**src/hdl/bbcm_pkg.sv**
```systemverilog
// ----------------------------------------------------------------------------
// Buffer cache manager package
// Operation and status codes, field widths, tag entry and sequencer types.
// ----------------------------------------------------------------------------
package bbcm_pkg;

  // Field widths
  localparam int OP_W   = 2;
  localparam int DEV_W  = 8;
  localparam int BLK_W  = 24;
  localparam int SLOT_W = 6;
  localparam int CNT_W  = 8;
  localparam int STS_W  = 3;

  // Operation codes
  localparam logic [OP_W-1:0] OP_GET     = 2'd0;
  localparam logic [OP_W-1:0] OP_LOOKUP  = 2'd1;
  localparam logic [OP_W-1:0] OP_RELEASE = 2'd2;

  // Result status codes
  localparam logic [STS_W-1:0] STS_HIT      = 3'd0;
  localparam logic [STS_W-1:0] STS_MISS     = 3'd1;
  localparam logic [STS_W-1:0] STS_NOTFOUND = 3'd2;
  localparam logic [STS_W-1:0] STS_NOFREE   = 3'd3;
  localparam logic [STS_W-1:0] STS_IGNORED  = 3'd4;

  localparam logic [CNT_W-1:0] CNT_MAX = '1;

  // One tag memory word
  typedef struct packed {
    logic             valid;
    logic [DEV_W-1:0] dev;
    logic [BLK_W-1:0] blk;
  } tag_t;

  // One result beat
  typedef struct packed {
    logic [STS_W-1:0]  status;
    logic [SLOT_W-1:0] slot;
    logic [CNT_W-1:0]  cnt;
  } result_t;

  // Sequencer states
  typedef enum logic [3:0] {
    S_CLEAR,
    S_IDLE,
    S_SCAN,
    S_REL,
    S_WALK0,
    S_WALK,
    S_LINK1,
    S_LINK2,
    S_LINK3,
    S_LINK4,
    S_LINK5,
    S_DONE
  } state_t;

endpackage

```
**src/hdl/block_buffer_cache_manager_top.sv**
```systemverilog
// ----------------------------------------------------------------------------
// Block buffer cache manager
// Tag manager for a disk block buffer cache with an LRU replacement ring.
//
// After reset the block sweeps its memories to load the reset tags, counts and
// ring links, and stalls its input meanwhile. It then works on one beat at a
// time. Get and lookup scan the tag memory one entry per cycle. A get miss then
// walks the ring one link per cycle through the next-pointer memory and relinks
// the victim through states S_LINK1 to S_LINK5. A finished result sits in the
// output register while the next beat is accepted.
// ----------------------------------------------------------------------------
module block_buffer_cache_manager_top
  import bbcm_pkg::*;
#(
  parameter int NUM_ENTRIES = 64,
  localparam int IDX_W = $clog2(NUM_ENTRIES)
) (
  input  logic              clk,
  input  logic              rst_n,
  input  logic              in_valid,
  output logic              in_stall,
  input  logic [OP_W-1:0]   in_op,
  input  logic [DEV_W-1:0]  in_device,
  input  logic [BLK_W-1:0]  in_block_number,
  input  logic [SLOT_W-1:0] in_entry_index,
  output logic              out_valid,
  input  logic              out_stall,
  output logic [STS_W-1:0]  out_status,
  output logic [SLOT_W-1:0] out_slot,
  output logic [CNT_W-1:0]  out_ref_count
);

  localparam logic [IDX_W-1:0] LAST_IDX = IDX_W'(NUM_ENTRIES - 1);
  localparam logic [IDX_W:0]   SCAN_END = (IDX_W + 1)'(NUM_ENTRIES);
  localparam int               TAG_W    = $bits(tag_t);

  // Widen an entry index to the slot field
  function automatic logic [SLOT_W-1:0] to_slot(input logic [IDX_W-1:0] i);
    logic [IDX_W+SLOT_W-1:0] w;
    w = {{SLOT_W{1'b0}}, i};
    return w[SLOT_W-1:0];
  endfunction

  // Check a release index against the entry count
  function automatic logic idx_ok(input logic [SLOT_W-1:0] s);
    logic [IDX_W+SLOT_W-1:0] w;
    w = {{IDX_W{1'b0}}, s};
    return w < (IDX_W + SLOT_W)'(NUM_ENTRIES);
  endfunction

  // Narrow a release index to an entry index
  function automatic logic [IDX_W-1:0] to_idx(input logic [SLOT_W-1:0] s);
    logic [IDX_W+SLOT_W-1:0] w;
    w = {{IDX_W{1'b0}}, s};
    return w[IDX_W-1:0];
  endfunction

  state_t state_r, state_nxt;

  logic [IDX_W-1:0]  clr_r, clr_nxt;
  logic [IDX_W:0]    scan_r, scan_nxt;
  logic              chk_vld_r, chk_vld_nxt;
  logic [IDX_W-1:0]  chk_idx_r, chk_idx_nxt;
  logic [IDX_W-1:0]  e_r, e_nxt;
  logic [IDX_W-1:0]  k_r, k_nxt;
  logic [IDX_W-1:0]  n_r, n_nxt;
  logic [IDX_W-1:0]  t_r, t_nxt;
  logic [IDX_W-1:0]  head_r, head_nxt;
  logic [OP_W-1:0]   op_r;
  logic [DEV_W-1:0]  dev_r;
  logic [BLK_W-1:0]  blk_r;
  logic [SLOT_W-1:0] eidx_r;
  result_t           res_r, res_nxt;
  logic              out_valid_r;
  result_t           out_r;

  logic in_acc;
  logic out_free;
  logic match;

  // Memory ports
  logic             tag_we;
  logic [IDX_W-1:0] tag_waddr, tag_raddr;
  tag_t             tag_wdata, tag_rd;
  logic [TAG_W-1:0] tag_rbits;
  logic             cnt_we;
  logic [IDX_W-1:0] cnt_waddr, cnt_raddr;
  logic [CNT_W-1:0] cnt_wdata, cnt_rd;
  logic             nxt_we;
  logic [IDX_W-1:0] nxt_waddr, nxt_raddr, nxt_wdata, nxt_rd;
  logic             prv_we;
  logic [IDX_W-1:0] prv_waddr, prv_raddr, prv_wdata, prv_rd;

  bbcm_ram #(.WIDTH(TAG_W), .DEPTH(NUM_ENTRIES)) u_tag_ram (
    .clk   (clk),
    .we    (tag_we),
    .waddr (tag_waddr),
    .wdata (tag_wdata),
    .raddr (tag_raddr),
    .rdata (tag_rbits)
  );
  assign tag_rd = tag_t'(tag_rbits);

  bbcm_ram #(.WIDTH(CNT_W), .DEPTH(NUM_ENTRIES)) u_cnt_ram (
    .clk   (clk),
    .we    (cnt_we),
    .waddr (cnt_waddr),
    .wdata (cnt_wdata),
    .raddr (cnt_raddr),
    .rdata (cnt_rd)
  );

  bbcm_ram #(.WIDTH(IDX_W), .DEPTH(NUM_ENTRIES)) u_next_ram (
    .clk   (clk),
    .we    (nxt_we),
    .waddr (nxt_waddr),
    .wdata (nxt_wdata),
    .raddr (nxt_raddr),
    .rdata (nxt_rd)
  );

  bbcm_ram #(.WIDTH(IDX_W), .DEPTH(NUM_ENTRIES)) u_prev_ram (
    .clk   (clk),
    .we    (prv_we),
    .waddr (prv_waddr),
    .wdata (prv_wdata),
    .raddr (prv_raddr),
    .rdata (prv_rd)
  );

  assign in_stall = (state_r != S_IDLE);
  assign in_acc   = in_valid && !in_stall;
  assign out_free = !out_valid_r || !out_stall;

  // Shared tag compare: entry read last cycle against the request
  assign match = chk_vld_r && tag_rd.valid && (tag_rd.dev == dev_r) && (tag_rd.blk == blk_r);

  // Next state
  always_comb begin
    state_nxt = state_r;
    case (state_r)
      S_CLEAR: begin
        if (clr_r == LAST_IDX) state_nxt = S_IDLE;
      end
      S_IDLE: begin
        if (in_acc) begin
          case (in_op)
            OP_GET, OP_LOOKUP: state_nxt = S_SCAN;
            OP_RELEASE:        state_nxt = idx_ok(in_entry_index) ? S_REL : S_DONE;
            default:           state_nxt = S_DONE;
          endcase
        end
      end
      S_SCAN: begin
        if (match) begin
          state_nxt = S_DONE;
        end else if (scan_r == SCAN_END) begin
          state_nxt = (op_r == OP_GET) ? S_WALK0 : S_DONE;
        end
      end
      S_REL:   state_nxt = S_DONE;
      S_WALK0: state_nxt = S_WALK;
      S_WALK: begin
        if (cnt_rd == '0) begin
          state_nxt = S_LINK1;
        end else if (k_r == LAST_IDX) begin
          state_nxt = S_DONE;
        end
      end
      S_LINK1: state_nxt = S_LINK2;
      S_LINK2: state_nxt = S_LINK3;
      S_LINK3: state_nxt = S_LINK4;
      S_LINK4: state_nxt = S_LINK5;
      S_LINK5: state_nxt = S_DONE;
      S_DONE: begin
        if (out_free) state_nxt = S_IDLE;
      end
      default: state_nxt = S_CLEAR;
    endcase
  end

  // Memory controls and datapath next values
  always_comb begin
    clr_nxt     = clr_r;
    scan_nxt    = scan_r;
    chk_vld_nxt = 1'b0;
    chk_idx_nxt = chk_idx_r;
    e_nxt       = e_r;
    k_nxt       = k_r;
    n_nxt       = n_r;
    t_nxt       = t_r;
    head_nxt    = head_r;
    res_nxt     = res_r;

    tag_we    = 1'b0;
    tag_waddr = e_r;
    tag_wdata = '{valid: 1'b1, dev: dev_r, blk: blk_r};
    tag_raddr = scan_r[IDX_W-1:0];
    cnt_we    = 1'b0;
    cnt_waddr = e_r;
    cnt_wdata = CNT_W'(1);
    cnt_raddr = scan_r[IDX_W-1:0];
    nxt_we    = 1'b0;
    nxt_waddr = e_r;
    nxt_wdata = head_r;
    nxt_raddr = e_r;
    prv_we    = 1'b0;
    prv_waddr = e_r;
    prv_wdata = t_r;
    prv_raddr = e_r;

    case (state_r)
      // Load reset tags, counts and ring links, one entry a cycle
      S_CLEAR: begin
        clr_nxt   = clr_r + IDX_W'(1);
        tag_we    = 1'b1;
        tag_waddr = clr_r;
        tag_wdata = '{valid: 1'b0, dev: '0, blk: '0};
        cnt_we    = 1'b1;
        cnt_waddr = clr_r;
        cnt_wdata = '0;
        nxt_we    = 1'b1;
        nxt_waddr = clr_r;
        nxt_wdata = (clr_r == LAST_IDX) ? '0 : clr_r + IDX_W'(1);
        prv_we    = 1'b1;
        prv_waddr = clr_r;
        prv_wdata = (clr_r == '0) ? LAST_IDX : clr_r - IDX_W'(1);
      end
      // Start a scan or read the count to release
      S_IDLE: begin
        scan_nxt  = '0;
        cnt_raddr = to_idx(in_entry_index);
        if (in_acc) begin
          if (in_op == OP_RELEASE) begin
            res_nxt = '{status: STS_IGNORED, slot: in_entry_index, cnt: '0};
          end else begin
            res_nxt = '{status: STS_IGNORED, slot: '0, cnt: '0};
          end
        end
      end
      // Issue one tag read a cycle, compare the one read last cycle
      S_SCAN: begin
        if (scan_r != SCAN_END) begin
          scan_nxt    = scan_r + (IDX_W + 1)'(1);
          chk_vld_nxt = 1'b1;
          chk_idx_nxt = scan_r[IDX_W-1:0];
        end
        if (match) begin
          if (op_r == OP_LOOKUP) begin
            cnt_we    = 1'b1;
            cnt_waddr = chk_idx_r;
            cnt_wdata = (cnt_rd == CNT_MAX) ? CNT_MAX : cnt_rd + CNT_W'(1);
            res_nxt   = '{status: STS_HIT, slot: to_slot(chk_idx_r), cnt: cnt_wdata};
          end else begin
            res_nxt = '{status: STS_HIT, slot: to_slot(chk_idx_r), cnt: cnt_rd};
          end
        end else if (scan_r == SCAN_END) begin
          res_nxt = '{status: STS_NOTFOUND, slot: '0, cnt: '0};
        end
      end
      // Drop one reference from a nonzero count
      S_REL: begin
        if (cnt_rd == '0) begin
          res_nxt = '{status: STS_IGNORED, slot: eidx_r, cnt: '0};
        end else begin
          cnt_we    = 1'b1;
          cnt_waddr = to_idx(eidx_r);
          cnt_wdata = cnt_rd - CNT_W'(1);
          res_nxt   = '{status: STS_HIT, slot: eidx_r, cnt: cnt_wdata};
        end
      end
      // Read the ring from entry zero
      S_WALK0: begin
        e_nxt     = '0;
        k_nxt     = '0;
        cnt_raddr = '0;
        nxt_raddr = '0;
      end
      // Follow one link a cycle until a free entry or the end of the ring
      S_WALK: begin
        cnt_raddr = nxt_rd;
        nxt_raddr = nxt_rd;
        if (cnt_rd == '0) begin
          n_nxt = nxt_rd;
        end else if (k_r == LAST_IDX) begin
          res_nxt = '{status: STS_NOFREE, slot: '0, cnt: '0};
        end else begin
          e_nxt = nxt_rd;
          k_nxt = k_r + IDX_W'(1);
        end
      end
      // Retag the victim, set its count, read its back link
      S_LINK1: begin
        tag_we    = 1'b1;
        cnt_we    = 1'b1;
        prv_raddr = e_r;
      end
      // Unlink the victim
      S_LINK2: begin
        nxt_we    = 1'b1;
        nxt_waddr = prv_rd;
        nxt_wdata = n_r;
        prv_we    = 1'b1;
        prv_waddr = n_r;
        prv_wdata = prv_rd;
        if (head_r == e_r) head_nxt = n_r;
      end
      // Read the tail in front of the head
      S_LINK3: begin
        prv_raddr = head_r;
      end
      // Point the victim at head and tail
      S_LINK4: begin
        t_nxt     = prv_rd;
        nxt_we    = 1'b1;
        nxt_waddr = e_r;
        nxt_wdata = head_r;
        prv_we    = 1'b1;
        prv_waddr = e_r;
        prv_wdata = prv_rd;
      end
      // Point tail and head at the victim
      S_LINK5: begin
        nxt_we    = 1'b1;
        nxt_waddr = t_r;
        nxt_wdata = e_r;
        prv_we    = 1'b1;
        prv_waddr = head_r;
        prv_wdata = e_r;
        res_nxt   = '{status: STS_MISS, slot: to_slot(e_r), cnt: CNT_W'(1)};
      end
      default: begin
      end
    endcase
  end

  // Control registers
  always_ff @(posedge clk) begin
    if (!rst_n) begin
      state_r     <= S_CLEAR;
      clr_r       <= '0;
      head_r      <= '0;
      chk_vld_r   <= 1'b0;
      out_valid_r <= 1'b0;
    end else begin
      state_r   <= state_nxt;
      clr_r     <= clr_nxt;
      head_r    <= head_nxt;
      chk_vld_r <= chk_vld_nxt;
      if (state_r == S_DONE && out_free) begin
        out_valid_r <= 1'b1;
      end else if (!out_stall) begin
        out_valid_r <= 1'b0;
      end
    end
  end

  // Payload registers
  always_ff @(posedge clk) begin
    scan_r    <= scan_nxt;
    chk_idx_r <= chk_idx_nxt;
    e_r       <= e_nxt;
    k_r       <= k_nxt;
    n_r       <= n_nxt;
    t_r       <= t_nxt;
    res_r     <= res_nxt;
    if (in_acc) begin
      op_r   <= in_op;
      dev_r  <= in_device;
      blk_r  <= in_block_number;
      eidx_r <= in_entry_index;
    end
    if (state_r == S_DONE && out_free) begin
      out_r <= res_r;
    end
  end

  assign out_valid     = out_valid_r;
  assign out_status    = out_r.status;
  assign out_slot      = out_r.slot;
  assign out_ref_count = out_r.cnt;

endmodule

```
**src/hdl/bbcm_ram.sv**
```systemverilog
// ----------------------------------------------------------------------------
// Generic simple dual-port RAM
// One write port, one read port with registered read data.
// ----------------------------------------------------------------------------
module bbcm_ram #(
  parameter int WIDTH = 8,
  parameter int DEPTH = 64,
  localparam int AW = (DEPTH > 1) ? $clog2(DEPTH) : 1
) (
  input  logic             clk,
  input  logic             we,
  input  logic [AW-1:0]    waddr,
  input  logic [WIDTH-1:0] wdata,
  input  logic [AW-1:0]    raddr,
  output logic [WIDTH-1:0] rdata
);

  logic [WIDTH-1:0] mem [DEPTH];

  // Write and registered read
  always_ff @(posedge clk) begin
    if (we) begin
      mem[waddr] <= wdata;
    end
    rdata <= mem[raddr];
  end

endmodule

```
**config.mk**
```make
export PLATFORM = sky130hd
export DESIGN_NAME = block_buffer_cache_manager_top
export DESIGN_NICKNAME = d
export VERILOG_FILES = /design/src/hdl/bbcm_pkg.sv /design/src/hdl/block_buffer_cache_manager_top.sv /design/src/hdl/bbcm_ram.sv
export SDC_FILE = /design/constraint.sdc
export NUM_CORES = 2
export LEC_CHECK = 0
export BUFFER_PORTS_ARGS = -buffer_cell sky130_fd_sc_hd__clkbuf_2
export CAP_MARGIN = 0
export CORE_MARGIN = 4
export CORE_UTILIZATION = 55
export CTS_BUF_LIST = sky130_fd_sc_hd__clkbuf_4 sky130_fd_sc_hd__clkbuf_8
export DETAILED_ROUTE_END_ITERATION = 10
export GPL_ROUTABILITY_DRIVEN = 0
export PLACE_DENSITY_LB_ADDON = 0.2
export SLEW_MARGIN = 20
export SYNTH_ARGS = -nofsm -noshare
export SYNTH_HDL_FRONTEND = slang
export SYNTH_SLANG_ARGS = --single-unit
```
**constraint.sdc**
```tcl
create_clock -name clk -period 10.27 [get_ports clk]
set_clock_uncertainty 0.2 [all_clocks]
set_input_delay 2.054 -clock clk [delete_from_list [all_inputs] [get_ports clk]]
set_output_delay 2.054 -clock clk [all_outputs]
set_load 0.03 [all_outputs]
```
# == Yosys cells after proc, flatten, opt, wreduce, memory -nomap -nowiden ==
# Memories as Yosys holds them, arrays and structs flattened. A register that Yosys moved wholly into a read port is not among the register bits.
# Index checks and enable logic that the tools add are counted.
# word_totals
reg_bits,129
ramBits,3392
in_bits,44
out_inout_bits,19
mem_count,4
# op_classes
n_addsub,6
eq_ne,33
muxes,62
reduce_logical,30
# mem_list
memory,words,word_bits,rd,rd_ports_with_merged_regs,write_ports,line_no,rtl
u_tag_ram.mem,64,33,1,1,1,bbcm_ram.sv:18,logic [WIDTH-1:0] mem [DEPTH];
u_cnt_ram.mem,64,8,1,1,1,bbcm_ram.sv:18,
u_next_ram.mem,64,6,1,1,1,bbcm_ram.sv:18,
u_prev_ram.mem,64,6,1,1,1,bbcm_ram.sv:18,
# ops
cell,n
$pmux W6 S3,6
$mux W17,6
$pmux W17 S5,1
$mux W6,11
$pmux W4 S11,1
$mux W8,5
$pmux W6 S2,3
$mux W33,1
$mux W4,8
$eq A24 B24 Y1,1
$pmux W8 S3,1
$eq A4 B3 Y1 const B,4
$eq A4 B4 Y1 const B,4
$mux W1,14
$mux W14,1
$ne A2 B2 Y1 const B,7
$pmux W7 S2,1
$add A6 B1 Y6 const B,2
$eq A6 B6 Y1 const B,2
$reduce_and A2 Y1,5
$reduce_and A5 Y1,2
$add A8 B1 Y8 const B,1
$eq A4 B2 Y1 const B,2
$eq A8 B8 Y1,1
28 further kinds,41

# == Depth between registers and ports, before layout ==
# logic_depth
ltp_word,7
mapped_depth,13
depth_no_buf,10

# == Hierarchy ==
# A second synthesis with hierarchy kept.
# unflattened
cells_unflattened,6696
area_unflattened_um2,139063.4
# by_module_without_submodules
module,n_inst,cells_per_inst,area_per_inst_um2,seq_area_each_um2
bbcm_ram (u_tag_ram),1,3598,81192.9,64081.5
bbcm_ram (u_next_ram ...),2,720,15225.9,11651.2
bbcm_ram (u_cnt_ram),1,940,20166.8,15534.9
block_buffer_cache_manager_top,1,718,7252.0,3693.5

# == Least setup slack after synthesis ==
# OpenSTA, ideal clock, no wires.
# synth_path
path_kind,reg2reg
from,register state_r[1]
to,memory u_next_ram.mem[0][4] (netlist bit) (data pin)
setup_ps,702
t_arrival_ps,5118
t_required_ps,9368
slack_ps,4251
stages_incl_launch_ff,8
synth_period_minus_slack_ps,6019
path_cell_list,dfxtp_1 clkbuf_1 nor4_1 clkbuf_1 inv_1 clkbuf_1 clkbuf_1 o21ai_0
# synth_between
elab_chain_cells,2
word_cells_on_any_way,4
# synth_lines
element,line_no,rtl
"start, declared",block_buffer_cache_manager_top.sv:58,"state_t state_r, state_nxt;"
"start signal, assigned",block_buffer_cache_manager_top.sv:346,state_r <= state_nxt;
"$eq A4 B4 Y1, or another cell as far along",block_buffer_cache_manager_top.sv:212,case (state_r)
$pmux W6 S3 *,block_buffer_cache_manager_top.sv:212,
via nxt_wdata[4],block_buffer_cache_manager_top.sv:90,"logic [IDX_W-1:0] nxt_waddr, nxt_raddr, nxt_wdata, nxt_rd;"
"end, declared",bbcm_ram.sv:18,
# Mark *: on every way through the listed nets, which the timed path passes. The rest lies on a longest branch.

# == Final worst setup path ==
# layout_path
from,register blk_r[19]
to,"memory u_cnt_ram.mem[200][5], in the netlist u_cnt_ram.mem[25][5] (enable)"
# layout_between
elab_chain_cells,6
word_cells_on_any_way,8
# layout_lines
element,line_no,rtl
"start, declared",block_buffer_cache_manager_top.sv:71,logic [BLK_W-1:0] blk_r;
"start signal, assigned",block_buffer_cache_manager_top.sv:370,blk_r <= in_block_number;
$eq A24 B24 Y1 *,block_buffer_cache_manager_top.sv:136,assign match = chk_vld_r && tag_rd.valid && (tag_rd.dev == dev_r) && (tag_rd.blk == blk_r);
$logic_and A1 B1 Y1 *,block_buffer_cache_manager_top.sv:136,
$mux W1,block_buffer_cache_manager_top.sv:248,if (match) begin
$pmux W1 S3,block_buffer_cache_manager_top.sv:212,
$mux W1,bbcm_ram.sv:22,if (we) begin
$mux W1 (implied by the code),bbcm_ram.sv:23,mem[waddr] <= wdata;
"end, declared",bbcm_ram.sv:18,
# Mark *: on every way between the ends. The rest lies on a longest branch, timed or not.

==> results.json <==
{
  "initial_core_util_pct": 55.3,
  "path_cells": "nor2b_1 > a2111oi_0 > and3_1 > nand4_1 > or2_0 > a211oi_2 > nand3_1 > nor2_1",
  "relSlewSlack_pct": 21.2,
  "drive_gt1_share_pct": 26.1,
  "grt_max_degree": 133,
  "yosys_warnings": 0,
  "ios": 63,
  "antenna_found_initial": 28,
  "hold_path_class": "reg2reg",
  "fin_crit_ns": 5.83,
  "fill_cells": 17400,
  "fmax_ghz": 0.172,
  "whs_ns": 0.216,
  "vias_per_cell": 6.32,
  "die_h_um": 511,
  "fin_tns_setup_ns": 0,
  "rows": 184,
  "irDropWorstVdd_mv": 0.131,
  "post-cts-setup-buffers": 0,
  "cp_max_fo": 8,
  "tightest_slew_ns": 1.17,
  "dp_hpwl_um": 189000,
  "cp.required_ns": 10.70,
  "overflow": 0,
  "yosys.area.top_type": "edfxtp_1",
  "dp_slack_ns": 4.09,
  "first_global_vias": 72400,
  "synth_edf_count": 3503,
  "dpl_cell_area_mm2": 0.145,
  "portBuffers": 62,
  "hold_path_startpoint": "res_r[4]",
  "power_mw": 28.4,
  "dr_total_vias": 71800,
  "rsz0062_at_grt": "false",
  "totalWireLength_um": 335000,
  "yosysMostFrequentCell": "edfxtp_1",
  "p_sw_share_pct": 20.6,
  "grt_usage_pct": 25.4,
  "cts-root-buf": "clkbuf_8",
  "p_leak_nw": 48.9,
  "p_comb_share_pct": 1.3,
  "clkPwrFrac_pct": 42.2,
  "start_kind": "flip-flop",
  "r2r_start": "blk_r[19]",
  "h-tree-depth": 6,
  "dieArea_mm2": 0.261,
  "synth.top_cell.area_share_pct": 75.6,
  "fin_ws_ns": 4.44,
  "ctsHoldBuffers": 0,
  "synth_seq_cells": 3574,
  "synthFlopType": "edfxtp_1",
  "syn_to_final_growth_pct": 12.2,
  "period_share_pct": 56.7,
  "slowest_stage": "nor2_1",
  "status": "complete, no violations",
  "slew_violations": 0,
  "clock_path_buffers": 4,
  "postLayoutCellArea_mm2": 0.156,
  "synth_commonest_cells": "edfxtp_1, mux4_2, nand2_1",
  "ys_top_cells_by_area": "edfxtp_1, mux4_2, nand2_1",
  "post-place-cells": 10400,
  "path_clk_slew_ns": 0.06,
  "seq_area_frac_synth_pct": 76.6,
  "worstSetupPathType": "reg2reg",
  "stdcell_count": 11400,
  "avgSynthCellArea_um2": 19.4,
  "ys_types": 73,
  "cts_tree": "done",
  "clk_latency_ns": 1.05,
  "critical_path_arrival_ns": 6.26,
  "ctsResizeCount": 0,
  "core-area_mm2": 0.252,
  "p_int_mw": 22.5,
  "setup_viol": 0,
  "postSynthCellCount": 7163,
  "cap_viol_max_count": 0,
  "max_stage_delay_ns": 0.86,
  "switching_power_mw": 5.83,
  "layout.nets": 7640,
  "startpoint": "blk_r[19]",
  "syn_area_mm2": 0.139,
  "ant_nets": 0,
  "fin_util_pct": 62.0,
  "first_iter_violations": 8957,
  "grt_pass1_wl_um": 490000,
  "crit_path_end_kind": "flip-flop",
  "die_width_um": 511,
  "syn-num-nets": 7215,
  "pwr-share-seq_pct": 56.5,
  "cts_sinks": 3574,
  "finalHoldViolCount": 0,
  "power_density_mw_per_mm2": 182,
  "async_reset_ff_share_pct": 0,
  "drc": 0,
  "first_pass_iters": 7,
  "cts_made_buffers": 573,
  "wl_per_cell_um": 29.4
}
-- per-layer routing --
| metal | track usage [%] | vias to the layer above | part of all wire [%] | routed length [µm] |
|---|---|---|---|---|
| li1 | - | 30000 | - | - |
| met1 | 36.8 | 37400 | 40 | 133000 |
| met2 | 40.1 | 3788 | 48 | 161000 |
| met3 | 4.40 | 599 | 9.0 | 30200 |
| met4 | 7.84 | 6 | 2.9 | 9720 |
| met5 | 0.511 | - | 0.061 | 203 |
-- area by class of cell --
cell class	instances	area (µm²)	share of cell area [%]
timing repair buffer	239	1990	1.28
sequential	3574	107000	68.3
inverter	21	78.8	0.0505
tap	3348	4190	2.68
clock buffer	788	9630	6.17
antenna	11	27.5	0.0176
clock inverter	214	1530	0.977
multi-input combinational	3179	32100	20.5
-- layout by cell type, fill, tap and decap left out, types with 59 or more instances in the layout --
cell type	instances
mux2i_1	185
clkbuf_8	594
nand2_1	699
mux4_2	784
nand3_1	117
edfxtp_1	3503
o22ai_1	63
nor2_1	271
buf_4	153
clkbuf_4	194
clkinv_1	111
nor2_4	68
a211oi_1	59
clkbuf_2	62
a21oi_1	186
nor3_1	69
dfxtp_1	71
-- power groups by stage --
stage	registers [mW]	logic (mW)	clock network (mW)
after detailed placement	16.3	0.371	0
after CTS	16.0	0.372	12.2
after global routing	16.0	0.392	12.9
after global placement	16.3	0.359	0
final	16.0	0.372	12.0
after floorplan	16.3	0.174	0
-- logic make-up after synthesis --
logic type / synth area share, %
buf+inv: 1.14
flops: 76.6
xor+xnor: 0.359
simple gates: 5.00
compound gates: 2.75
fa+ha+maj: 0.0719
mux: 14.1
-- final timing paths --
kind,to,slack (ns),cells past startpoint
setup / recovery,u_cnt_ram.mem[25][5],4.44,8
hold / removal,out_ref_count[4],0.22,0
setup reg to reg,u_cnt_ram.mem[25][5],4.44,8
hold reg to reg,out_ref_count[4],0.22,0
-- critical path: cells and delay by family (launching register included) --
family           cells  cell delay, ns
flip-flops           1            0.41
AO/OA/AOI/OAI        2            1.33
AND/OR/NAND/NOR      6            3.45
-- state kept, by name, indices dropped and copies added, names as in the netlist, 7 cells and up --
register,flops
out_ref_count,8
u_tag_ram.mem,2112
dev_r,8
blk_r,24
u_next_ram.mem,384
u_cnt_ram.mem,512
u_prev_ram.mem,384
res_r,17
u_cnt_ram.rdata,8
u_tag_ram.rdata,33
scan_r,7
Note: power is estimated with default switching activity, not from simulation.
